**src/hdl/cpc_pkg.sv**
```systemverilog
`timescale 1ns / 1ps
// ----------------------------------------------------------------------------
// Cartesian / polar converter package
// Shared types, fixed-point constants and elaboration-time table functions.
// ----------------------------------------------------------------------------
package cpc_pkg;

    // Coordinate datapath: Q16.16 plus eight guard fraction bits, with headroom
    // for the CORDIC gain and the sqrt(2) growth of the vector length.
    localparam int COORD_W    = 44;
    localparam int GUARD_BITS = 8;
    localparam int PROD_W     = 65;
    localparam int PRESCALE_SH = 30 - GUARD_BITS;

    // Inverse CORDIC gain in Q1.30.
    localparam logic signed [31:0] GAIN_INV_Q30 = 32'sd652032874;

    localparam longint PI_Q60         = 64'sh3243F6A8885A308D;
    localparam longint HALF_PI_Q60    = 64'sh1921FB54442D1846;
    localparam longint QUARTER_PI_Q60 = 64'sh0C90FDAA22168C23;

    localparam longint PI_Q29     = 64'sd1686629713;
    localparam longint RADIUS_MAX = 64'sd3037000499;
    localparam longint S32_MAX    = 64'sd2147483647;
    localparam longint S32_MIN    = -64'sd2147483648;

    typedef struct packed {
        logic valid;
        logic op;
        logic origin;
    } cpc_ctrl_t;

    // Round a positive Q60 value half up to the given number of fraction bits.
    function automatic longint q60_round(longint v, int frac);
        int sh;
        sh = 60 - frac;
        return (v + (64'sd1 <<< (sh - 1))) >>> sh;
    endfunction

    // Floor of 2^sh over a positive divisor, by restoring long division.
    function automatic longint pow2_div(int sh, longint d);
        longint rem;
        longint quo;
        rem = 64'sd0;
        quo = 64'sd0;
        for (int j = 62; j >= 0; j--) begin
            rem = rem <<< 1;
            if (j == sh) begin
                rem = rem + 64'sd1;
            end
            quo = quo <<< 1;
            if (rem >= d) begin
                rem = rem - d;
                quo = quo + 64'sd1;
            end
        end
        return quo;
    endfunction

    // atan(2^-idx) in Q60 from the alternating Taylor series; idx 0 returns pi/4 directly.
    function automatic longint atan_q60(int idx);
        longint acc;
        longint term;
        int     e;
        acc = 64'sd0;
        if (idx == 0) begin
            acc = QUARTER_PI_Q60;
        end else begin
            for (int k = 0; k < 31; k++) begin
                e = idx * (2 * k + 1);
                if (e <= 60) begin
                    term = pow2_div(60 - e, longint'(2 * k + 1));
                    acc  = k[0] ? (acc - term) : (acc + term);
                end
            end
        end
        return acc;
    endfunction

endpackage

```
**src/hdl/cpc_stage.sv**
```systemverilog
`timescale 1ns / 1ps
// ----------------------------------------------------------------------------
// Cartesian / polar converter CORDIC stage
// One registered micro-rotation, vectoring or rotation mode by the item's op.
// ----------------------------------------------------------------------------
module cpc_stage
    import cpc_pkg::*;
#(
    parameter int                     ZW       = 33,
    parameter int                     SHIFT    = 0,
    parameter logic signed [ZW-1:0]   ATAN_VAL = '0
) (
    input  logic                      aclk,
    input  logic                      aresetn,
    input  logic                      en,
    input  cpc_ctrl_t                 in_ctrl,
    input  logic signed [COORD_W-1:0] in_x,
    input  logic signed [COORD_W-1:0] in_y,
    input  logic signed [ZW-1:0]      in_z,
    output cpc_ctrl_t                 out_ctrl,
    output logic signed [COORD_W-1:0] out_x,
    output logic signed [COORD_W-1:0] out_y,
    output logic signed [ZW-1:0]      out_z
);

    cpc_ctrl_t                 ctrl_reg;
    logic signed [COORD_W-1:0] x_reg, x_next;
    logic signed [COORD_W-1:0] y_reg, y_next;
    logic signed [ZW-1:0]      z_reg, z_next;
    logic                      ccw;
    logic signed [COORD_W-1:0] x_sh;
    logic signed [COORD_W-1:0] y_sh;

    // Vectoring drives y toward zero; rotation drives z toward zero.
    always_comb begin
        ccw  = in_ctrl.op ? !in_z[ZW-1] : in_y[COORD_W-1];
        x_sh = in_x >>> SHIFT;
        y_sh = in_y >>> SHIFT;
        if (ccw) begin
            x_next = in_x - y_sh;
            y_next = in_y + x_sh;
            z_next = in_z - ATAN_VAL;
        end else begin
            x_next = in_x + y_sh;
            y_next = in_y - x_sh;
            z_next = in_z + ATAN_VAL;
        end
    end

    always_ff @(posedge aclk) begin
        if (!aresetn) begin
            ctrl_reg <= '0;
        end else if (en) begin
            ctrl_reg <= in_ctrl;
        end
    end

    always_ff @(posedge aclk) begin
        if (en) begin
            x_reg <= x_next;
            y_reg <= y_next;
            z_reg <= z_next;
        end
    end

    assign out_ctrl = ctrl_reg;
    assign out_x    = x_reg;
    assign out_y    = y_reg;
    assign out_z    = z_reg;

endmodule

```
**config.mk**
```make
export PLATFORM = sky130hd
export DESIGN_NAME = cpc_stage
export DESIGN_NICKNAME = d
export VERILOG_FILES = /design/src/hdl/cpc_pkg.sv /design/src/hdl/cpc_stage.sv
export SDC_FILE = /design/constraint.sdc
export NUM_CORES = 1
export LEC_CHECK = 0
export BUFFER_PORTS_ARGS = -buffer_cell sky130_fd_sc_hd__buf_2
export CAP_MARGIN = 25
export CORE_MARGIN = 1
export CORE_UTILIZATION = 52
export CTS_BUF_LIST = sky130_fd_sc_hd__clkbuf_4
export DETAILED_ROUTE_END_ITERATION = 16
export GPL_TIMING_DRIVEN = 0
export PLACE_DENSITY = 0.86
export SLEW_MARGIN = 10
export SYNTH_ARGS = -nofsm -noshare
export SYNTH_HDL_FRONTEND = slang
export SYNTH_SLANG_ARGS = --single-unit
```
**constraint.sdc**
```tcl
create_clock -name aclk -period 3.4 [get_ports aclk]
set_input_delay 0.51 -clock aclk [delete_from_list [all_inputs] [get_ports aclk]]
set_output_delay 0.51 -clock aclk [all_outputs]
set_load 0.01 [all_outputs]
```
**Yosys cells after proc, flatten, opt, wreduce, memory -nomap -nowiden**

Index checks and enable logic that the tools add are counted.

- Add/subtract/negate cells: 3
- Mux-type cells: 3
- Reductions and logical operators: 1

Operator list:

| kind | count |
|---|---|
| 44-bit 2-to-1 mux | 2 |
| 44-bit subtractor | 2 |
| 44-bit adder | 1 |
| 1-bit zero test | 1 |
| 1-bit 2-to-1 mux | 1 |

- Bits in registers: 124
- Logic and storage cells: 13

**Logic depth before layout (Yosys ltp)**

- Depth in word-level cells: 3
- Gate-level depth with buffers: 14
- Mapped depth without buffers: 14

**Worst setup path before layout**

Ideal clock, no wire load.

- Kind: input port to flip-flop
- From: input port in_x[3]
- To: register y_reg[41] (netlist: out_y[41]), data pin
- Setup time: 0.270 ns
- Arrival time: 3.205 ns
- Required time: 3.130 ns
- Path slack: -0.075 ns
- Stages: 13
- Buffers on the path: 1
- Cell sequence: inv_1 > ha_1 > buf_6 > or3_1 > o21ai_2 > a31oi_1 > o31a_1 > o21a_4 > or4_4 > nand2_1 > a211o_1 > a22oi_1 > xor2_1

- Longest elaborated chain between the ends: 2

Ends and longest elaborated chain:

| element | line | RTL |
|---|---|---|
| start: declaration | cpc_stage.sv:17 | `input logic signed [COORD_W-1:0] in_x,` |
| 44-bit subtractor or 44-bit adder (tied branches) | cpc_stage.sv:45, cpc_stage.sv:41 |  |
| 44-bit 2-to-1 mux (*) | cpc_stage.sv:39 | `if (ccw) begin` |
| net y_next[41] | cpc_stage.sv:28 | `logic signed [COORD_W-1:0] y_reg, y_next;` |
| end signal: assignment | cpc_stage.sv:61 | `y_reg <= y_next;` |
| end: declaration | cpc_stage.sv:28 |  |

The timed path passes the listed nets; every way through them passes the cells marked *.
A chain may end at the register's enable or synchronous reset.

**Worst setup path in the final report**

- From: input port in_x[8]
- To: register y_reg[41] (netlist: out_y[41]), data pin

Same word-level chain as after synthesis.

==> metrics <==
Clock Tree Buf Depth=2; Worst-Skew Late Latency=about 0.56 ns; drc violations=0; worst-path cell chain=buf_2 -> inv_1 -> ha_2 -> clkbuf_4 -> a21oi_1 -> o21ai_0 -> a21oi_1 -> nand2_2 -> a211o_1 -> a31o_2 -> a21o_1 -> a221o_1 -> a41oi_2 -> a22oi_1 -> xor2_1; outcome=complete, but fails checks; Crit Reg-Reg Startpoint=out_ctrl[0]; Layout area overhead=20.0%; stages on the worst setup path=15; Final Hold Slack=about 0.12 ns; Cell Area, Synth=around 11000 sq um; violated checks=setup timing; I/O pin cnt=around 250; core area=between 20000 and 25000 sq um; post-route ant nets=0; fin nets=1850; clk root buf=clkbuf_4; post-layout util=64.1%; Setup TNS=-0.0465 ns; RR Endpoint=out_ctrl[0]; die area=between 20000 and 25000 sq um; Max-Cap Viols=0; Clock Skews=0 ns; multiplexer share of the synthesized area=1.68%; largest family of logic cells by synthesized area=compound AO/OA/AOI/OAI gates; Avg WL per Cell=just over 20 um; Hold WC Path Type=input pin to register; worst slew pin tran=1.04 ns; Slew HR=30.7%; Mapped Cells=approximately 1300; CP peak stage delay=between 0.4 and 0.5 ns; number of buffers and inverters on the critical path=3; die span in y=150 um; Num CTS Buffers=17; post-synthesis xor/xnor area fraction=~6.6%; final worst path period share=101%; global-route wire length before repair=58200 um; H-tree levels=4; # clock sinks=123; Crit Path Category=input pin to register; Starting Density=approximately 53%; grt ovf=0; complex-gate fraction of the synthesized area=between 20% and 30%; Startpoint Class=input pin; GRT Util Overall=34.4%; share of cells above drive strength 1=22.0%; crit-path max FO=10; Die Width=between 100 and 150 um; Slowest cell on crit path=a221o_1; Post-synth EDFFs=120; register area share after synthesis=32.3%; P per Cell Area=roughly 400 nW/um^2; critical path's most frequent cell=a21oi_1; Ys Warns=0; Worst R2R Setup Slack=2.77 ns; Post-Synth Adder-Cell Area=14.8%; Clk pin slew, worst setup/hold paths=about 0.14 ns; dominant synthesized flop cell=edfxtp_1; fin. max-slew vios=0; Starting DRT DRC Count=around 1200; net count after synthesis=roughly 1600; CTS Hold Buffers Added=0; Crit. End Element=register; port bufs=250; end point of the critical path=out_y[41]; slack of the critical path=-0.0269 ns; Final setup viols=2; Arr. time, crit path=~3.8 ns; fin crit period=3.43 ns; simple-gate share of the synthesized area=between 10% and 20%; post-synthesis register bit count=approximately 120; CP delay by family, top=compound AO/OA/AOI/OAI gates; worst vdd ir=around 0.00018 V; dpl hpwl=30200 um; Vias/cell=roughly 6; routability congestion estimate from global placement=just over 1; vias post-DR=approximately 12000; antenna violations before repair=1; Cell Rows=between 50 and 60; Initial DRT Pass Iterations=8; synthesized area per cell=approximately 8.6 sq um; pin count of the biggest net entering global routing=just over 70; Cell variety after synth=70; number of global-route vias before repair=10500; final hold vios=0; Worst R2R Path Depth=2; leak pwr=between 6 and 7 nW; Post-Route WL=39000 um; Worst EP required=about 3.7 ns; Setup WS pre-CTS=-1.16 ns; CTS tree=done; achievable frequency=~300 MHz; CP startpoint=in_x[8]; Async S/R FF share, synth=0%
==> synth_stat cells (all sizes together), types with 17 or more instances <==
master / count / share of area, %
o21ai: 96 / 4.3
edfxtp: 120 / 32
nor3: 20 / 0.88
nand4: 21 / 1.2
nor2b: 18 / 0.99
o21bai: 42 / 2.8
nor2: 120 / 4.0
a21o: 29 / 1.9
nand3: 17 / 0.75
xnor2: 75 / 5.8
mux2i: 19 / 1.7
inv: 130 / 4.3
ha: 129 / 14
a21oi: 166 / 7.4
nand2: 69 / 2.3
clkbuf: 51 / 1.7
==> routing by layer <==
layer	vias to the layer above	wire [um]	track usage [%]
met5	-	0	0
met4	0	1390	14.1
met3	107	4490	6.43
met2	771	17400	53.9
met1	5430	15800	46.4
li1	5264	-	-
==> power by group <==
part / total, W / internal (W) / switching (W)
sequential: 0.00203 / 0.00197 / 0.0000616
clock: 0.00129 / 0.000610 / 0.000678
combinational: 0.00225 / 0.000825 / 0.00142
total: 0.00556 / 0.00340 / 0.00216
==> stage by stage <==
step	cell area, sq um	power (W)	instances
after global routing	13600	0.00582	1880
final	13600	0.00556	1880
after global placement	12900	0.00413	1843
after detailed placement	13000	0.00416	1844
after floorplan	11300	0.00336	1318
after CTS	13400	0.00546	1877
==> placed cells by master, fill, tap and decap left out, types with 6 or more instances in the layout <==
cell type and instances:
clkbuf_4 20, buf_4 6, nor2_1 120, a21oi_1 162, inv_1 129, o21a_1 10, xnor2_1 75, a21o_1 29
o21bai_1 39, clkbuf_1 44, mux2i_1 18, o21ai_0 86, ha_1 127, or3_1 9, nor2b_1 18, nand4_1 21
a221oi_1 6, buf_1 7, o31ai_1 9, xor2_1 10, nand3_1 17, nand2_1 67, edfxtp_1 120, nor4_1 8
a211oi_1 9, a31oi_1 12, nor3_1 18, o31a_1 7, buf_2 251, o211ai_1 8, nand2b_1 7
==> area by class of cell <==
| class | count | area (sq um) |
|---|---|---|
| clock buffer | 18 | 135 |
| fill | 1815 | 7620 |
| antenna | 1 | 2.50 |
| multi-input combinational | 996 | 7140 |
| clock inverter | 14 | 208 |
| buffer | 62 | 267 |
| inverter | 134 | 504 |
| sequential | 123 | 3660 |
| tap | 275 | 344 |
| timing repair buffer | 257 | 1330 |
==> flip-flops by register name (all words and copies together), names as in the netlist <==
register  cells
out_ctrl      3
out_y        43
out_z        33
out_x        44
==> worst min-delay path by stage <==
stage                     start     endpoint  slack (ns)  depth (start not counted)
floorplan           out_ctrl[0]  out_ctrl[0]        0.54                          2
global placement    out_ctrl[2]  out_ctrl[2]        0.49                          2
detailed placement  out_ctrl[2]  out_ctrl[2]        0.53                          2
CTS                     in_z[1]     out_z[1]        0.08                          1
global route            in_z[9]     out_z[9]        0.07                          1
finish                  in_z[1]     out_z[1]        0.12                          1
==> what timing repair did <==
action | in CTS | in global routing
buffers inserted | 1 | 5
pin swaps | 1 | 15
endpoints found under the hold margin | 0 | 0
gates resized for setup | 12 | 51
endpoints found under the setup margin | 27 | 32
==> logic make-up (layout without fill, tap and decap cells) <==
| group | Yosys count | in the layout |
|---|---|---|
| compound gates | 450 | 450 |
| simple gates | 310 | 310 |
| buf+inv | 199 | 485 |
| fa+ha+maj | 132 | 132 |
| flops | 123 | 123 |
| xor+xnor | 85 | 85 |
| mux | 19 | 19 |
| other cells | 0 | 1 |
(Power assumes the default switching activity.)
