--- src/hdl/cpc_pkg.sv ---
`timescale 1ns / 1ps
// ----------------------------------------------------------------------------
// Cartesian / polar converter package
// Shared types, fixed-point constants and elaboration-time table functions.
// ----------------------------------------------------------------------------
package cpc_pkg;

    // Coordinate datapath: Q16.16 plus eight guard fraction bits, with headroom
    // for the CORDIC gain and the sqrt(2) growth of the vector length.
    localparam int COORD_W    = 44;
    localparam int GUARD_BITS = 8;
    localparam int PROD_W     = 65;
    localparam int PRESCALE_SH = 30 - GUARD_BITS;

    // Inverse CORDIC gain in Q1.30.
    localparam logic signed [31:0] GAIN_INV_Q30 = 32'sd652032874;

    localparam longint PI_Q60         = 64'sh3243F6A8885A308D;
    localparam longint HALF_PI_Q60    = 64'sh1921FB54442D1846;
    localparam longint QUARTER_PI_Q60 = 64'sh0C90FDAA22168C23;

    localparam longint PI_Q29     = 64'sd1686629713;
    localparam longint RADIUS_MAX = 64'sd3037000499;
    localparam longint S32_MAX    = 64'sd2147483647;
    localparam longint S32_MIN    = -64'sd2147483648;

    typedef struct packed {
        logic valid;
        logic op;
        logic origin;
    } cpc_ctrl_t;

    // Round a positive Q60 value half up to the given number of fraction bits.
    function automatic longint q60_round(longint v, int frac);
        int sh;
        sh = 60 - frac;
        return (v + (64'sd1 <<< (sh - 1))) >>> sh;
    endfunction

    // Floor of 2^sh over a positive divisor, by restoring long division.
    function automatic longint pow2_div(int sh, longint d);
        longint rem;
        longint quo;
        rem = 64'sd0;
        quo = 64'sd0;
        for (int j = 62; j >= 0; j--) begin
            rem = rem <<< 1;
            if (j == sh) begin
                rem = rem + 64'sd1;
            end
            quo = quo <<< 1;
            if (rem >= d) begin
                rem = rem - d;
                quo = quo + 64'sd1;
            end
        end
        return quo;
    endfunction

    // atan(2^-idx) in Q60 from the alternating Taylor series; idx 0 returns pi/4 directly.
    function automatic longint atan_q60(int idx);
        longint acc;
        longint term;
        int     e;
        acc = 64'sd0;
        if (idx == 0) begin
            acc = QUARTER_PI_Q60;
        end else begin
            for (int k = 0; k < 31; k++) begin
                e = idx * (2 * k + 1);
                if (e <= 60) begin
                    term = pow2_div(60 - e, longint'(2 * k + 1));
                    acc  = k[0] ? (acc - term) : (acc + term);
                end
            end
        end
        return acc;
    endfunction

endpackage

--- src/hdl/cpc_back.sv ---
`timescale 1ns / 1ps
// ----------------------------------------------------------------------------
// Cartesian / polar converter back end
// Drops the guard bits, converts the angle to Q3.29 and saturates, in two
// register stages; the second is the output register.
// ----------------------------------------------------------------------------
module cpc_back
    import cpc_pkg::*;
#(
    parameter int DATA_WIDTH = 32
) (
    input  logic                      aclk,
    input  logic                      aresetn,
    input  logic                      en,
    input  cpc_ctrl_t                 in_ctrl,
    input  logic signed [COORD_W-1:0] in_x,
    input  logic signed [COORD_W-1:0] in_y,
    input  logic signed [DATA_WIDTH:0] in_z,
    output logic                      out_valid,
    output logic signed [32:0]        out_first,
    output logic signed [31:0]        out_second
);

    localparam int ZW       = DATA_WIDTH + 1;
    localparam int ANG_FRAC = DATA_WIDTH - 3;
    localparam int ANG_DN   = (ANG_FRAC >= 29) ? (ANG_FRAC - 29) : 0;
    localparam int ANG_UP   = (ANG_FRAC < 29) ? (29 - ANG_FRAC) : 0;
    localparam int AO_W     = ZW + ANG_UP + 1;
    localparam int ANG_HALF_SH = (ANG_DN > 0) ? (ANG_DN - 1) : 0;

    localparam logic signed [AO_W-1:0] ANG_HALF =
        (ANG_DN > 0) ? (AO_W'(1) <<< ANG_HALF_SH) : AO_W'(0);
    localparam logic signed [AO_W-1:0] ANG_MAX = AO_W'(PI_Q29);
    localparam logic signed [AO_W-1:0] ANG_MIN = -ANG_MAX;
    localparam logic signed [COORD_W-1:0] CRD_HALF = COORD_W'(1) <<< (GUARD_BITS - 1);
    localparam logic signed [COORD_W-1:0] R_MAX = COORD_W'(RADIUS_MAX);
    localparam logic signed [COORD_W-1:0] C_MAX = COORD_W'(S32_MAX);
    localparam logic signed [COORD_W-1:0] C_MIN = COORD_W'(S32_MIN);

    // Stage 1: rounding.
    cpc_ctrl_t                 c1_reg;
    logic signed [COORD_W-1:0] xr_reg, xr_next;
    logic signed [COORD_W-1:0] yr_reg, yr_next;
    logic signed [AO_W-1:0]    ang_reg, ang_next;
    logic signed [AO_W-1:0]    z_ext;

    always_comb begin
        xr_next  = (in_x + CRD_HALF) >>> GUARD_BITS;
        yr_next  = (in_y + CRD_HALF) >>> GUARD_BITS;
        z_ext    = AO_W'(in_z);
        ang_next = ((z_ext + ANG_HALF) >>> ANG_DN) <<< ANG_UP;
    end

    // Stage 2: clamping and selection by op.
    logic                      valid_reg;
    logic signed [32:0]        first_reg, first_next;
    logic signed [31:0]        second_reg, second_next;
    logic signed [COORD_W-1:0] xs;
    logic signed [COORD_W-1:0] ys;
    logic signed [COORD_W-1:0] rad;
    logic signed [AO_W-1:0]    ang_c;

    always_comb begin
        xs = xr_reg;
        if (xr_reg > C_MAX) begin
            xs = C_MAX;
        end else if (xr_reg < C_MIN) begin
            xs = C_MIN;
        end
        ys = yr_reg;
        if (yr_reg > C_MAX) begin
            ys = C_MAX;
        end else if (yr_reg < C_MIN) begin
            ys = C_MIN;
        end
        rad = xr_reg;
        if (xr_reg[COORD_W-1]) begin
            rad = '0;
        end else if (xr_reg > R_MAX) begin
            rad = R_MAX;
        end
        ang_c = ang_reg;
        if (ang_reg > ANG_MAX) begin
            ang_c = ANG_MAX;
        end else if (ang_reg < ANG_MIN) begin
            ang_c = ANG_MIN;
        end

        if (c1_reg.op) begin
            first_next  = xs[32:0];
            second_next = ys[31:0];
        end else if (c1_reg.origin) begin
            first_next  = '0;
            second_next = '0;
        end else begin
            first_next  = rad[32:0];
            second_next = ang_c[31:0];
        end
    end

    always_ff @(posedge aclk) begin
        if (!aresetn) begin
            c1_reg    <= '0;
            valid_reg <= 1'b0;
        end else if (en) begin
            c1_reg    <= in_ctrl;
            valid_reg <= c1_reg.valid;
        end
    end

    always_ff @(posedge aclk) begin
        if (en) begin
            xr_reg     <= xr_next;
            yr_reg     <= yr_next;
            ang_reg    <= ang_next;
            first_reg  <= first_next;
            second_reg <= second_next;
        end
    end

    assign out_valid  = valid_reg;
    assign out_first  = first_reg;
    assign out_second = second_reg;

endmodule

--- config.mk ---
export PLATFORM = sky130hd
export DESIGN_NAME = cpc_back
export DESIGN_NICKNAME = d
export VERILOG_FILES = /design/src/hdl/cpc_pkg.sv /design/src/hdl/cpc_back.sv
export SDC_FILE = /design/constraint.sdc
export NUM_CORES = 1
export LEC_CHECK = 0
export ABC_AREA = 1
export BUFFER_PORTS_ARGS = -buffer_cell sky130_fd_sc_hd__buf_2
export CAP_MARGIN = 5
export CORE_MARGIN = 3
export CORE_UTILIZATION = 30
export CTS_BUF_LIST = sky130_fd_sc_hd__clkbuf_4 sky130_fd_sc_hd__clkbuf_8 sky130_fd_sc_hd__clkbuf_16
export CTS_CLUSTER_SIZE = 40
export DETAILED_ROUTE_END_ITERATION = 8
export GPL_TIMING_DRIVEN = 1
export HOLD_SLACK_MARGIN = 0.08
export PLACE_DENSITY_LB_ADDON = 0.2
export SLEW_MARGIN = 40
export SYNTH_ARGS = -nofsm -noshare
export SYNTH_HDL_FRONTEND = slang
export SYNTH_SLANG_ARGS = --single-unit
--- constraint.sdc ---
create_clock -name aclk -period 4.55 [get_ports aclk]
set_clock_uncertainty 0.05 [all_clocks]
set_input_delay 0.455 -clock aclk [delete_from_list [all_inputs] [get_ports aclk]]
set_output_delay 0.455 -clock aclk [all_outputs]
set_load 0.02 [all_outputs]
# Word-level counts from Yosys, hierarchy flattened
# Cells that the tools add are included.
[op_classes] order_cmp=7 n_mul=0 eq_ne=0 n_bitwise=0 n_mux=12 n_shift=0 n_reduce_logical=0 div=0 n_addsub=2
[ops] operator="two-way mux 33 bit" n=6
[ops] operator="two-way mux 32 bit" n=6
[ops] operator="adder 44 x 9 -> 44 bit, second input constant" n=2
[ops] operator="> comparator 36 x 32 -> 1 bit, second input constant" n=2
[ops] operator="< comparator 36 x 32 -> 1 bit, second input constant" n=2
[ops] operator="> comparator 36 x 33 -> 1 bit, second input constant" n=1
[ops] operator="> comparator 33 x 32 -> 1 bit, second input constant" n=1
[ops] operator="< comparator 33 x 32 -> 1 bit, second input constant" n=1
[word_totals] in_bits=127 memories=0 ramBits=0 latch_bits=0 mem_bits_ro=0 register_bits=174

# Depth between registers and ports, before layout
[depth] ltp_word=5 depth_mapped=14 ltp_nobuf=13

# Worst setup path before layout
# OpenSTA, ideal clock, no wires.
[synth_timing] path_type="input to register" start="input in_y[7]" end="register yr_reg[23] (data pin)" arrival_ns=1.531 setup_slack_ns=2.713 n_path_buf=0 required_time_ns=4.243 setup_ns=0.257 path_stages=7 path_cell_list="ha_1 > nand3_2 > inv_2 > nand4_4 > nor4_1 > nand2_1 > xor2_1"
[synth_between] elab_chain_cells=1
[synth_lines] item="start: declaration" line="cpc_back.sv:17" rtl="input logic signed [COORD_W-1:0] in_y,"
[synth_lines] item="adder 44 x 9 -> 44 bit" line="cpc_back.sv:49" rtl="yr_next = (in_y + CRD_HALF) >>> GUARD_BITS;"
[synth_lines] item="net yr_next[23]" line="cpc_back.sv:43" rtl="logic signed [COORD_W-1:0] yr_reg, yr_next;"
[synth_lines] item="end signal: assignment" line="cpc_back.sv:114" rtl="yr_reg <= yr_next;"
[synth_lines] item="end: declaration" line="cpc_back.sv:43"
# The timed path passes the listed nets, and every way through them passes these cells.
# A chain may end at the register's enable or synchronous reset.

# Worst setup path after layout
[layout_timing] start="register xr_reg[31]" end="register first_reg[14] (netlist: out_first[14]) (data pin)"
[layout_between] elab_chain_cells=5 word_cells_on_any_way=9
[layout_lines] item="start: declaration" line="cpc_back.sv:42" rtl="logic signed [COORD_W-1:0] xr_reg, xr_next;"
[layout_lines] item="start signal: assignment" line="cpc_back.sv:113" rtl="xr_reg <= xr_next;"
[layout_lines] item="> comparator 36 x 33 -> 1 bit" line="cpc_back.sv:79" rtl="end else if (xr_reg > R_MAX) begin"
[layout_lines] item="two-way mux 33 bit" line="cpc_back.sv:79"
[layout_lines] item="two-way mux 33 bit" line="cpc_back.sv:77" rtl="if (xr_reg[COORD_W-1]) begin"
[layout_lines] item="two-way mux 33 bit" line="cpc_back.sv:92" rtl="end else if (c1_reg.origin) begin"
[layout_lines] item="two-way mux 33 bit (*)" line="cpc_back.sv:89" rtl="if (c1_reg.op) begin"
[layout_lines] item="net first_next[14]" line="cpc_back.sv:56" rtl="logic signed [32:0] first_reg, first_next;"
[layout_lines] item="end signal: assignment" line="cpc_back.sv:116" rtl="first_reg <= first_next;"
[layout_lines] item="end: declaration" line="cpc_back.sv:56"
# Mark *: on every way through the listed nets, which the timed path passes. The rest lies on a longest branch.

==> flow_metrics.tcl <==
set metrics [dict create \
    numPortBuffers 178 \
    viasPerCell 4.55 \
    die_area_um2 32700 \
    crit_family "compound AO/OA/AOI/OAI gates" \
    dp_hpwl_um 18600 \
    crit_fanout 31 \
    dpl_cell_area_um2 10500 \
    final_nets 1276 \
    numCtsBuffers 17 \
    ys_seq_elements 174 \
    seqCellArea_um2 5180 \
    slew_headroom 0.458 \
    synthFlopType "edfxtp_1" \
    power_mw 4.00 \
    worst_ep_arrival_time_ns 2.74 \
    core_area_um2 29900 \
    worst_slack_ns 1.93 \
    start_util 0.307 \
    routed_wl_um 24100 \
    cts_resized 0 \
    crit_chain "o41ai_1 > clkinv_1 > o21ai_0 > nand2_1" \
    dr.pass1.iters 5 \
    clockBufferDepth 2 \
    syn_area_per_cell_um2 9.46 \
    dpl_worst_slack_ns 2.17 \
    min_period_ns 2.62 \
    outcome "finished clean" \
    max_cap_violations 0 \
    drc_errors 0 \
    peakVddDrop_uv 222 \
    p_leak_nw 4.82 \
    crit_type "register to register" \
    worstPathRequired_ns 4.67 \
    grt_pass1_vias 6762 \
    ys_warn_count 0 \
    max_stage_delay_ns 0.78 \
    setup_viol_count_final 0 \
    cts_setup_buffers 0 \
    syn2layout_area_growth_pct 20.9 \
    wl_per_cell_um 15.5 \
    grt.total_usage 0.146 \
    clk_latency_ns 0.43 \
    die_w_um 181 \
    maxSlewViolCount 0 \
    cts.sinks 174 \
    cp_num_buf_inv 1 \
    startpoint_type "register" \
    multiInputGateArea_um2 3510 \
    vias 7059 \
    synth_fp_nets 1097 \
    detail_route.iter0.violations 416 \
    ys_types 39 \
    ys_seq_area_frac 0.566 \
    ant_nets 0 \
    grt_antenna_before_repair 4 \
    slowest_stage "clkinv_1" \
    powerDensity_nw_per_um2 361 \
    grt_overflow 0 \
    cts_root_buf "clkbuf_16" \
    rsz0062_at_grt "no" \
    io_pins 193 \
    gp_congestion 0.823 \
    finalSetupTns_ns 0 \
    syn_inst 968 \
    fp.dieH_um 181 \
    drive_above_1_share 0.235 \
    fillers 3044 \
    finalCritPeriodShare 0.575 \
    max_freq_mhz 382 \
    synth_edf_count 170 \
    htree_num_levels 4 \
    hold_viol_final 0 \
    syn_area_um2 9160 \
    hp-class "primary input to register" \
    cts_hold_buf 0 \
    cts.reportedPaths.clkPinSlew_ns 0.07 \
    fp-row-count 63 \
    cts_tree "done" \
    grt_pass1_wl_um 37100 \
    worst-slew-pin-transition_ns 0.808 \
    grt_max_degree 96 \
    critPathCaptureType "register" \
    final_cell_area_um2 11100 \
    async_reset_ff_frac 0 \
]
[final timing paths]
check                       end  depth (start not counted)  slack [ns]        from
setup reg to reg  out_first[14]                          4        1.93  xr_reg[31]
hold / removal       ang_reg[0]                          1        0.15     in_z[0]
hold reg to reg       out_valid                          2        0.45   c1_reg[2]
setup / recovery  out_first[14]                          4        1.93  xr_reg[31]
[Yosys cell counts, types with 3 or more instances]
cell      instances  area, µm²
nand2_4           4       45.0
buf_2             4       20.0
nand4_1          17        106
a21oi_1          12       60.1
nor3_1           27        135
nand3b_1          3       22.5
inv_2             6       22.5
edfxtp_1        170       5100
nand2_2           8       50.1
nor2_4            6       67.6
nor4_1           11       68.8
nor2_2            8       50.1
nand2_1         267       1000
nor3_2            3       30.0
clkbuf_1         18       67.6
xor2_1           45        394
nor2_1           79        297
dfxtp_1           4       80.1
nand3_1          65        325
nor3b_2           3       37.5
inv_1            87        327
o21ai_0          70        350
buf_4             3       22.5
nand3_2           5       50.1
xnor2_1          24        210
[metal layers]
metal,GRT usage,up-vias,part of all wire
met5,0,-,0.0013
met4,0.0332,6,0.012
met3,0.0348,21,0.047
met2,0.260,150,0.51
met1,0.180,3259,0.43
li1,-,3623,-
[final cells by class]
| cell class | instances | area share |
|---|---|---|
| inverter | 93 | 0.0315 |
| tap | 390 | 0.0441 |
| multi-input combinational | 674 | 0.317 |
| antenna | 1 | 0.000226 |
| timing repair buffer | 187 | 0.0874 |
| clock buffer | 17 | 0.0384 |
| clock inverter | 15 | 0.0130 |
| sequential | 174 | 0.468 |
[stage by stage]
step	util	std cells	hold slack, ns
floorplan	-	968	0.400
global placement	0.351	1518	0.417
detailed placement	0.352	1518	0.439
CTS	0.371	1550	0.131
global route	0.371	1551	0.128
finish	0.371	1551	0.152
[report_power, final]
part	leakage [nW]	internal [mW]	switching (mW)
Sequential	1.72	1.93	0.0756
Clock	0.273	0.729	0.695
Combinational	2.83	0.180	0.384
[layout by cell type, fill, tap and decap left out, types with 11 or more instances in the layout]
| cell | count |
|---|---|
| xor2_1 | 45 |
| nand3_1 | 63 |
| nor4_1 | 11 |
| a21oi_1 | 12 |
| nor3_1 | 26 |
| nor2_1 | 78 |
| xnor2_1 | 24 |
| buf_2 | 177 |
| o21ai_0 | 70 |
| nand4_1 | 17 |
| nand2_1 | 267 |
| clkbuf_16 | 17 |
| edfxtp_1 | 170 |
| inv_1 | 86 |
[cell families (layout without fill, tap and decap cells)]
kind of cell,Yosys count,count (layout),share of synthesized area
buffers and inverters,120,312,0.0526
xor gates and xnor gates,69,69,0.0660
adders and majority gates,2,2,0.00273
other,0,1,0
AOI/OAI and AO/OA,86,86,0.0481
and+or+nand+nor,517,517,0.265
DFF,174,174,0.566
Power figures use the tool's default switching activity.
