[config.mk]
export PLATFORM = sky130hd
export DESIGN_NAME = cpc_front
export DESIGN_NICKNAME = d
export VERILOG_FILES = /design/src/hdl/cpc_pkg.sv /design/src/hdl/cpc_front.sv
export SDC_FILE = /design/constraint.sdc
export NUM_CORES = 2
export LEC_CHECK = 0
export BUFFER_PORTS_ARGS = -buffer_cell sky130_fd_sc_hd__buf_2
export CORE_MARGIN = 1
export CORE_UTILIZATION = 60
export CTS_BUF_LIST = sky130_fd_sc_hd__clkbuf_8
export CTS_CLUSTER_SIZE = 25
export DETAILED_ROUTE_END_ITERATION = 8
export GPL_TIMING_DRIVEN = 0
export PLACE_DENSITY = 0.89
export SLEW_MARGIN = 20
export SYNTH_ARGS = -nofsm -noshare
export SYNTH_HDL_FRONTEND = slang
export SYNTH_SLANG_ARGS = --single-unit
[constraint.sdc]
create_clock -name aclk -period 11.5 [get_ports aclk]
set_clock_uncertainty 0.15 [all_clocks]
set_input_delay 2.875 -clock aclk [delete_from_list [all_inputs] [get_ports aclk]]
set_output_delay 2.875 -clock aclk [all_outputs]
set_load 0.05 [all_outputs]
[src/hdl/cpc_pkg.sv]
`timescale 1ns / 1ps
// ----------------------------------------------------------------------------
// Cartesian / polar converter package
// Shared types, fixed-point constants and elaboration-time table functions.
// ----------------------------------------------------------------------------
package cpc_pkg;

    // Coordinate datapath: Q16.16 plus eight guard fraction bits, with headroom
    // for the CORDIC gain and the sqrt(2) growth of the vector length.
    localparam int COORD_W    = 44;
    localparam int GUARD_BITS = 8;
    localparam int PROD_W     = 65;
    localparam int PRESCALE_SH = 30 - GUARD_BITS;

    // Inverse CORDIC gain in Q1.30.
    localparam logic signed [31:0] GAIN_INV_Q30 = 32'sd652032874;

    localparam longint PI_Q60         = 64'sh3243F6A8885A308D;
    localparam longint HALF_PI_Q60    = 64'sh1921FB54442D1846;
    localparam longint QUARTER_PI_Q60 = 64'sh0C90FDAA22168C23;

    localparam longint PI_Q29     = 64'sd1686629713;
    localparam longint RADIUS_MAX = 64'sd3037000499;
    localparam longint S32_MAX    = 64'sd2147483647;
    localparam longint S32_MIN    = -64'sd2147483648;

    typedef struct packed {
        logic valid;
        logic op;
        logic origin;
    } cpc_ctrl_t;

    // Round a positive Q60 value half up to the given number of fraction bits.
    function automatic longint q60_round(longint v, int frac);
        int sh;
        sh = 60 - frac;
        return (v + (64'sd1 <<< (sh - 1))) >>> sh;
    endfunction

    // Floor of 2^sh over a positive divisor, by restoring long division.
    function automatic longint pow2_div(int sh, longint d);
        longint rem;
        longint quo;
        rem = 64'sd0;
        quo = 64'sd0;
        for (int j = 62; j >= 0; j--) begin
            rem = rem <<< 1;
            if (j == sh) begin
                rem = rem + 64'sd1;
            end
            quo = quo <<< 1;
            if (rem >= d) begin
                rem = rem - d;
                quo = quo + 64'sd1;
            end
        end
        return quo;
    endfunction

    // atan(2^-idx) in Q60 from the alternating Taylor series; idx 0 returns pi/4 directly.
    function automatic longint atan_q60(int idx);
        longint acc;
        longint term;
        int     e;
        acc = 64'sd0;
        if (idx == 0) begin
            acc = QUARTER_PI_Q60;
        end else begin
            for (int k = 0; k < 31; k++) begin
                e = idx * (2 * k + 1);
                if (e <= 60) begin
                    term = pow2_div(60 - e, longint'(2 * k + 1));
                    acc  = k[0] ? (acc - term) : (acc + term);
                end
            end
        end
        return acc;
    endfunction

endpackage

[src/hdl/cpc_front.sv]
`timescale 1ns / 1ps
// ----------------------------------------------------------------------------
// Cartesian / polar converter front end
// Angle conditioning, quadrant folding, 1/K prescale and the start vector
// of the CORDIC, in five register stages.
// ----------------------------------------------------------------------------
module cpc_front
    import cpc_pkg::*;
#(
    parameter int DATA_WIDTH = 32
) (
    input  logic                          aclk,
    input  logic                          aresetn,
    input  logic                          en,
    input  logic                          in_valid,
    input  logic                          in_op,
    input  logic signed [31:0]            in_a,
    input  logic signed [31:0]            in_b,
    output cpc_ctrl_t                     out_ctrl,
    output logic signed [COORD_W-1:0]     out_x,
    output logic signed [COORD_W-1:0]     out_y,
    output logic signed [DATA_WIDTH:0]    out_z
);

    localparam int ZW       = DATA_WIDTH + 1;
    localparam int ANG_FRAC = DATA_WIDTH - 3;
    localparam int ANG_DN   = (ANG_FRAC >= 29) ? (ANG_FRAC - 29) : 0;
    localparam int ANG_UP   = (ANG_FRAC < 29) ? (29 - ANG_FRAC) : 0;
    localparam int IW       = ((DATA_WIDTH > 32) ? DATA_WIDTH : 32) + 1;
    localparam int IN_HALF_SH = (ANG_UP > 0) ? (ANG_UP - 1) : 0;

    localparam logic signed [IW-1:0] IN_HALF =
        (ANG_UP > 0) ? (IW'(1) <<< IN_HALF_SH) : IW'(0);
    localparam logic signed [ZW-1:0] PI_F      = ZW'(q60_round(PI_Q60, ANG_FRAC));
    localparam logic signed [ZW-1:0] NEG_PI_F  = -PI_F;
    localparam logic signed [ZW-1:0] TWO_PI_F  = ZW'(2 * q60_round(PI_Q60, ANG_FRAC));
    localparam logic signed [ZW-1:0] HALF_PI_F = ZW'(q60_round(HALF_PI_Q60, ANG_FRAC));
    localparam logic signed [ZW-1:0] NEG_HALF_PI_F = -HALF_PI_F;
    localparam logic signed [PROD_W-1:0] ROUND_HALF = PROD_W'(1) <<< (PRESCALE_SH - 1);

    // Stage 1: angle into accumulator format and wrapped once by 2*pi.
    cpc_ctrl_t                c1_reg, c1_next;
    logic                     bneg1_reg;
    logic signed [32:0]       a1_reg, a1_next;
    logic signed [32:0]       b1_reg, b1_next;
    logic signed [ZW-1:0]     z1_reg, z1_next;
    logic signed [IW-1:0]     b_ext;
    logic signed [IW-1:0]     ang_in;
    logic signed [ZW-1:0]     z_in;

    always_comb begin
        b_ext  = IW'(in_b);
        ang_in = ((b_ext <<< ANG_DN) + IN_HALF) >>> ANG_UP;
        z_in   = ZW'(ang_in);
        if (z_in > PI_F) begin
            z1_next = z_in - TWO_PI_F;
        end else if (z_in < NEG_PI_F) begin
            z1_next = z_in + TWO_PI_F;
        end else begin
            z1_next = z_in;
        end
        a1_next        = 33'(in_a);
        b1_next        = 33'(in_b);
        c1_next.valid  = in_valid;
        c1_next.op     = in_op;
        c1_next.origin = !in_op && (in_a == 32'sd0) && (in_b == 32'sd0);
    end

    // Stage 2: a polar angle beyond +-pi/2 turns by pi and negates the radius.
    cpc_ctrl_t                c2_reg;
    logic                     bneg2_reg;
    logic signed [32:0]       a2_reg, a2_next;
    logic signed [32:0]       b2_reg;
    logic signed [ZW-1:0]     z2_reg, z2_next;

    always_comb begin
        a2_next = a1_reg;
        z2_next = z1_reg;
        if (c1_reg.op) begin
            if (z1_reg > HALF_PI_F) begin
                a2_next = -a1_reg;
                z2_next = z1_reg - PI_F;
            end else if (z1_reg < NEG_HALF_PI_F) begin
                a2_next = -a1_reg;
                z2_next = z1_reg + PI_F;
            end
        end else begin
            z2_next = '0;
        end
    end

    // Stage 3: multiply by the inverse gain.
    cpc_ctrl_t                c3_reg;
    logic                     bneg3_reg;
    logic signed [PROD_W-1:0] px3_reg, px3_next;
    logic signed [PROD_W-1:0] py3_reg, py3_next;
    logic signed [ZW-1:0]     z3_reg;

    always_comb begin
        px3_next = a2_reg * GAIN_INV_Q30;
        py3_next = c2_reg.op ? PROD_W'(0) : (b2_reg * GAIN_INV_Q30);
    end

    // Stage 4: round the products to the guarded coordinate format.
    cpc_ctrl_t                c4_reg;
    logic                     bneg4_reg;
    logic signed [COORD_W-1:0] x4_reg, x4_next;
    logic signed [COORD_W-1:0] y4_reg, y4_next;
    logic signed [ZW-1:0]     z4_reg;
    logic signed [PROD_W-1:0] px_rnd;
    logic signed [PROD_W-1:0] py_rnd;

    always_comb begin
        px_rnd  = (px3_reg + ROUND_HALF) >>> PRESCALE_SH;
        py_rnd  = (py3_reg + ROUND_HALF) >>> PRESCALE_SH;
        x4_next = px_rnd[COORD_W-1:0];
        y4_next = py_rnd[COORD_W-1:0];
    end

    // Stage 5: a vector in the left half plane starts turned by pi.
    cpc_ctrl_t                c5_reg;
    logic signed [COORD_W-1:0] x5_reg, x5_next;
    logic signed [COORD_W-1:0] y5_reg, y5_next;
    logic signed [ZW-1:0]     z5_reg, z5_next;

    always_comb begin
        x5_next = x4_reg;
        y5_next = y4_reg;
        z5_next = z4_reg;
        if (!c4_reg.op && x4_reg[COORD_W-1]) begin
            x5_next = -x4_reg;
            y5_next = -y4_reg;
            z5_next = bneg4_reg ? NEG_PI_F : PI_F;
        end
    end

    always_ff @(posedge aclk) begin
        if (!aresetn) begin
            c1_reg <= '0;
            c2_reg <= '0;
            c3_reg <= '0;
            c4_reg <= '0;
            c5_reg <= '0;
        end else if (en) begin
            c1_reg <= c1_next;
            c2_reg <= c1_reg;
            c3_reg <= c2_reg;
            c4_reg <= c3_reg;
            c5_reg <= c4_reg;
        end
    end

    always_ff @(posedge aclk) begin
        if (en) begin
            bneg1_reg <= in_b[31];
            a1_reg    <= a1_next;
            b1_reg    <= b1_next;
            z1_reg    <= z1_next;
            bneg2_reg <= bneg1_reg;
            a2_reg    <= a2_next;
            b2_reg    <= b1_reg;
            z2_reg    <= z2_next;
            bneg3_reg <= bneg2_reg;
            px3_reg   <= px3_next;
            py3_reg   <= py3_next;
            z3_reg    <= z2_reg;
            bneg4_reg <= bneg3_reg;
            x4_reg    <= x4_next;
            y4_reg    <= y4_next;
            z4_reg    <= z3_reg;
            x5_reg    <= x5_next;
            y5_reg    <= y5_next;
            z5_reg    <= z5_next;
        end
    end

    assign out_ctrl = c5_reg;
    assign out_x    = x5_reg;
    assign out_y    = y5_reg;
    assign out_z    = z5_reg;

endmodule

=== Word-level counts from Yosys, hierarchy flattened ===
Cells that the tools add are included.
Widths: inputs -> output; s select.

* Register bits: 616
* Input port bits: 69
* Output and inout bits: 124
* Logic and storage cells: 68

* Add/sub/neg operators: 9
* $mul: 2
* $lt $le $gt $ge: 4
* Muxes and demuxes: 11
* Reductions and logical operators: 7

{| class="wikitable"
|+ Operators with widths
! operator !! count
|-
| $mux 33 || 9
|-
| $add 65x23->65 const B || 2
|-
| $mux 44 || 2
|-
| $neg 43->44 || 2
|-
| $logic_not 32->1 || 2
|-
| $mul 33x30->63 const B || 1
|-
| $mul 32x30->62 const B || 1
|-
| $add 32x33->33 const B || 1
|-
| $add 33x32->33 const B || 1
|-
| $gt 33x31->1 const B || 1
|-
| $lt 33x31->1 const B || 1
|-
| $neg 32->33 || 1
|-
| $sub 32x33->33 const B || 1
|-
| $sub 33x32->33 const B || 1
|-
| $gt 32x32->1 const B || 1
|-
| $lt 32x32->1 const B || 1
|-
| $logic_and 1x1->1 || 3
|-
| $logic_not 1->1 || 2
|}

=== Logic depth before layout (Yosys ltp) ===
* Depth in word-level cells: 4
* Depth in mapped cells: 28
* Depth with buffers taken out: 28

=== Worst setup path after synthesis ===
No wires, ideal clock.

* Path type: flip-flop to flip-flop
* Start point: reg, netlist name bneg2_reg
* End point: reg py3_reg[60], data pin
* Library setup time: 262 ps
* Arrival: 8126 ps
* Required time: 11088 ps
* Setup slack: 2962 ps
* Cell stages (with the launch flop): 23
* Path buffers: 2
* Clock period less this slack: 8538 ps
* Cells stage by stage: edfxtp_1 > clkbuf_1 > clkinv_1 > o21ai_0 > fa_1 > fa_1 > fa_1 > fa_1 > inv_1 > fa_1 > inv_1 > ha_1 > clkbuf_1 > nand2_1 > nor2_1 > a2111oi_0 > nor2_1 > o21ai_0 > nand3_1 > a221oi_4 > o21ai_2 > a21oi_2 > mux2_1

{| class="wikitable"
|+ RTL lines
! item !! line !! text
|-
| end signal, assigned || cpc_front.sv:165 || <nowiki>py3_reg <= py3_next;</nowiki>
|-
| end, declared || cpc_front.sv:96 || <nowiki>logic signed [PROD_W-1:0] py3_reg, py3_next;</nowiki>
|}

=== Worst setup path after layout ===
* Start point: reg b2_reg[10]
* End point: reg py3_reg[55], data pin

* Longest elaborated chain between the ends: 1

{| class="wikitable"
|+ RTL lines
! item !! line !! text
|-
| start, declared || cpc_front.sv:73 || <nowiki>logic signed [32:0] b2_reg;</nowiki>
|-
| start signal, assigned || cpc_front.sv:161 || <nowiki>b2_reg <= b1_reg;</nowiki>
|-
| $mul 32x30->62 || cpc_front.sv:101 || <nowiki>py3_next = c2_reg.op ? PROD_W'(0) : (b2_reg * GAIN_INV_Q30);</nowiki>
|}

Every way passes these cells.
A chain may end at the register's enable or synchronous reset.

==> reports/metrics.cfg <==
[placement]
dp.cells = 7388
hpwl_mm = 140.1
gp_congestion = 1.031
place_area_mm2 = 0.06621
port_buffers = 192

[synth]
postSynth.asyncResetShare = 0
ys_ff_latch = 569
yosys_warnings = 0
synth_fp_nets = 7500
synth_cell_types = 101
syn_area_per_cell_um2 = 10.90
ys.flop_type = edfxtp_1
ys_seq_area_frac = 0.2677
syn_inst = 5805
synth_edf_count = 554
syn-cell-area_mm2 = 0.06326

[timing]
worst_slew_pin_slew_ns = 1.238
tns_ns = 0
fin_crit_sh = 0.7849
hold_viol_final = 0
final-setup-viol-count = 0
slew_headroom = 0.1744
rsz0062_at_grt = false
period_minus_slack_ns = 9.026
drv_slew = 0
fmax_ghz = 0.1108
holdWs_ns = 0.2392

[critical_path]
arrival_ns = 9.35
r2r_slack_ns = 2.47
worst-path-max-fanout = 8
crit_type = reg2reg
critPathLaunchType = register
cp.required_ns = 11.82
endpoint_kind = register

[floorplan]
dieArea_mm2 = 0.1067
fp-row-count = 118
dieHeight_um = 326.7
io_pins = 193
coreArea_mm2 = 0.1041
start_util = 0.6078
chipWidth_um = 326.7

[drt]
ant_nets = 0
num_vias = 43300
via_per_inst = 5.729
wl_per_cell_um = 22.04
drt_iter0_drc = 3294
routed_wl_mm = 166.6
drc = 0
dr.pass1.iters = 5

[run_status]
status = completed

[layout]
final.fill_count = 7882
area_delta_synth_final_pct = 7.686
mostFrequentLayoutCell = inv_1
multi_input_area_mm2 = 0.04099
layoutNonFillerInstCount = 7559
layout.nets = 7797
drive_above_1_share = 0.06697
seqCellArea_mm2 = 0.01694
final_cell_mix = 1317 x inv_1, 850 x fa_1, 776 x ha_1
final_area_mm2 = 0.06812

[cts]
cts_setup_buffers = 0
post_cts_resized = 0
htreeDepth = 3
clkSinkCount = 569
ctsHoldBuffers = 0
insertion_delay_ns = 0.78
clkTransAtPathRegs_ns = 0.09
cts_tree = yes
clock_path_buffers = 3
numCtsBuffers = 92
root_buffer = clkbuf_8

[global_route]
grt_pass1_vias = 45130
grt_pass1_wl_mm = 255.7
antenna_found_initial = 18
grt_max_degree = 111
grt_use_total = 0.3158
grt_overflow = 0

[hold_path]
hold_path.class = reg2reg

[flow_run]
drv_cap = 0

[per-layer routing]
layer	share of wire	global-route usage	up-vias
met5	0.00070	0	-
met4	0.039	0.1205	16
met3	0.096	0.07888	363
met2	0.45	0.4943	1986
met1	0.41	0.4253	21360
li1	-	-	19580
[Yosys cell counts, drive strengths merged (23+ instances only)]
master / instances / area, um^2
a21o: 143 / 1074
a21oi: 266 / 1339
a31oi: 32 / 200.2
and3: 31 / 193.9
clkbuf: 88 / 330.3
edfxtp: 554 / 16640
fa: 850 / 17020
ha: 776 / 9709
inv: 1297 / 4868
nand2: 239 / 904.6
nand3: 67 / 335.3
nand4: 49 / 321.6
nor2: 224 / 840.8
nor2b: 39 / 244.0
nor3: 57 / 300.3
nor4: 37 / 237.7
o21ai: 130 / 658.1
o31ai: 27 / 221.5
or2: 23 / 143.9
xnor2: 266 / 2330
xor2: 258 / 2260
[final timing paths]
path	startpoint	endpoint	depth (start not counted)
max	b2_reg[10]	py3_reg[55]	27
min	bneg1_reg	bneg2_reg	0
max reg2reg	b2_reg[10]	py3_reg[55]	27
min reg2reg	bneg1_reg	bneg2_reg	0
[kinds of logic after synthesis]
group,count (synthesis),synth area share
muxes,23,0.003699
AOI/OAI and AO/OA,787,0.08129
DFF,569,0.2677
buffers and inverters,1408,0.08442
adders and majority gates,1626,0.4225
xor gates and xnor gates,524,0.07255
and+or+nand+nor,868,0.06784
[final cells by class]
class	instances	area share
diodes	12	0.0004408
plain buffers	109	0.006851
clock buffers	93	0.01879
clock inverters	66	0.008853
inverters	1299	0.07160
multi-input cells	3828	0.6017
flip-flops and latches	569	0.2486
well taps	1380	0.02535
repair buffers	203	0.01785
[critical path: stages (launching register included)]
cell	delay [ns]
edfxtp_1	0.65
ha_1	0.41
clkbuf_1	0.40
xor2_1	0.18
ha_1	0.23
a21oi_1	0.25
inv_1	0.08
ha_1	0.29
inv_1	0.06
fa_1	0.55
inv_1	0.08
fa_1	0.52
inv_1	0.05
fa_1	0.48
inv_1	0.06
fa_1	0.50
fa_1	0.53
ha_1	0.36
and4_1	0.28
nand3_1	0.09
o21a_1	0.23
a31oi_1	0.45
o21ai_0	0.32
a2111oi_0	0.73
o22ai_1	0.28
o21ai_0	0.26
xnor2_1	0.15
nor2_1	0.05
[metrics by stage]
stage | util | worst slack, ns
after floorplan | - | 2.962
after global routing | 0.6544 | 2.189
after detailed placement | 0.6361 | 2.605
after CTS | 0.6542 | 2.559
final | 0.6545 | 2.474
after global placement | 0.6336 | -1.500
Power is left out: the tool's default activity adds up to more than one toggle a clock period on the data nets, which glitch-free logic cannot reach.
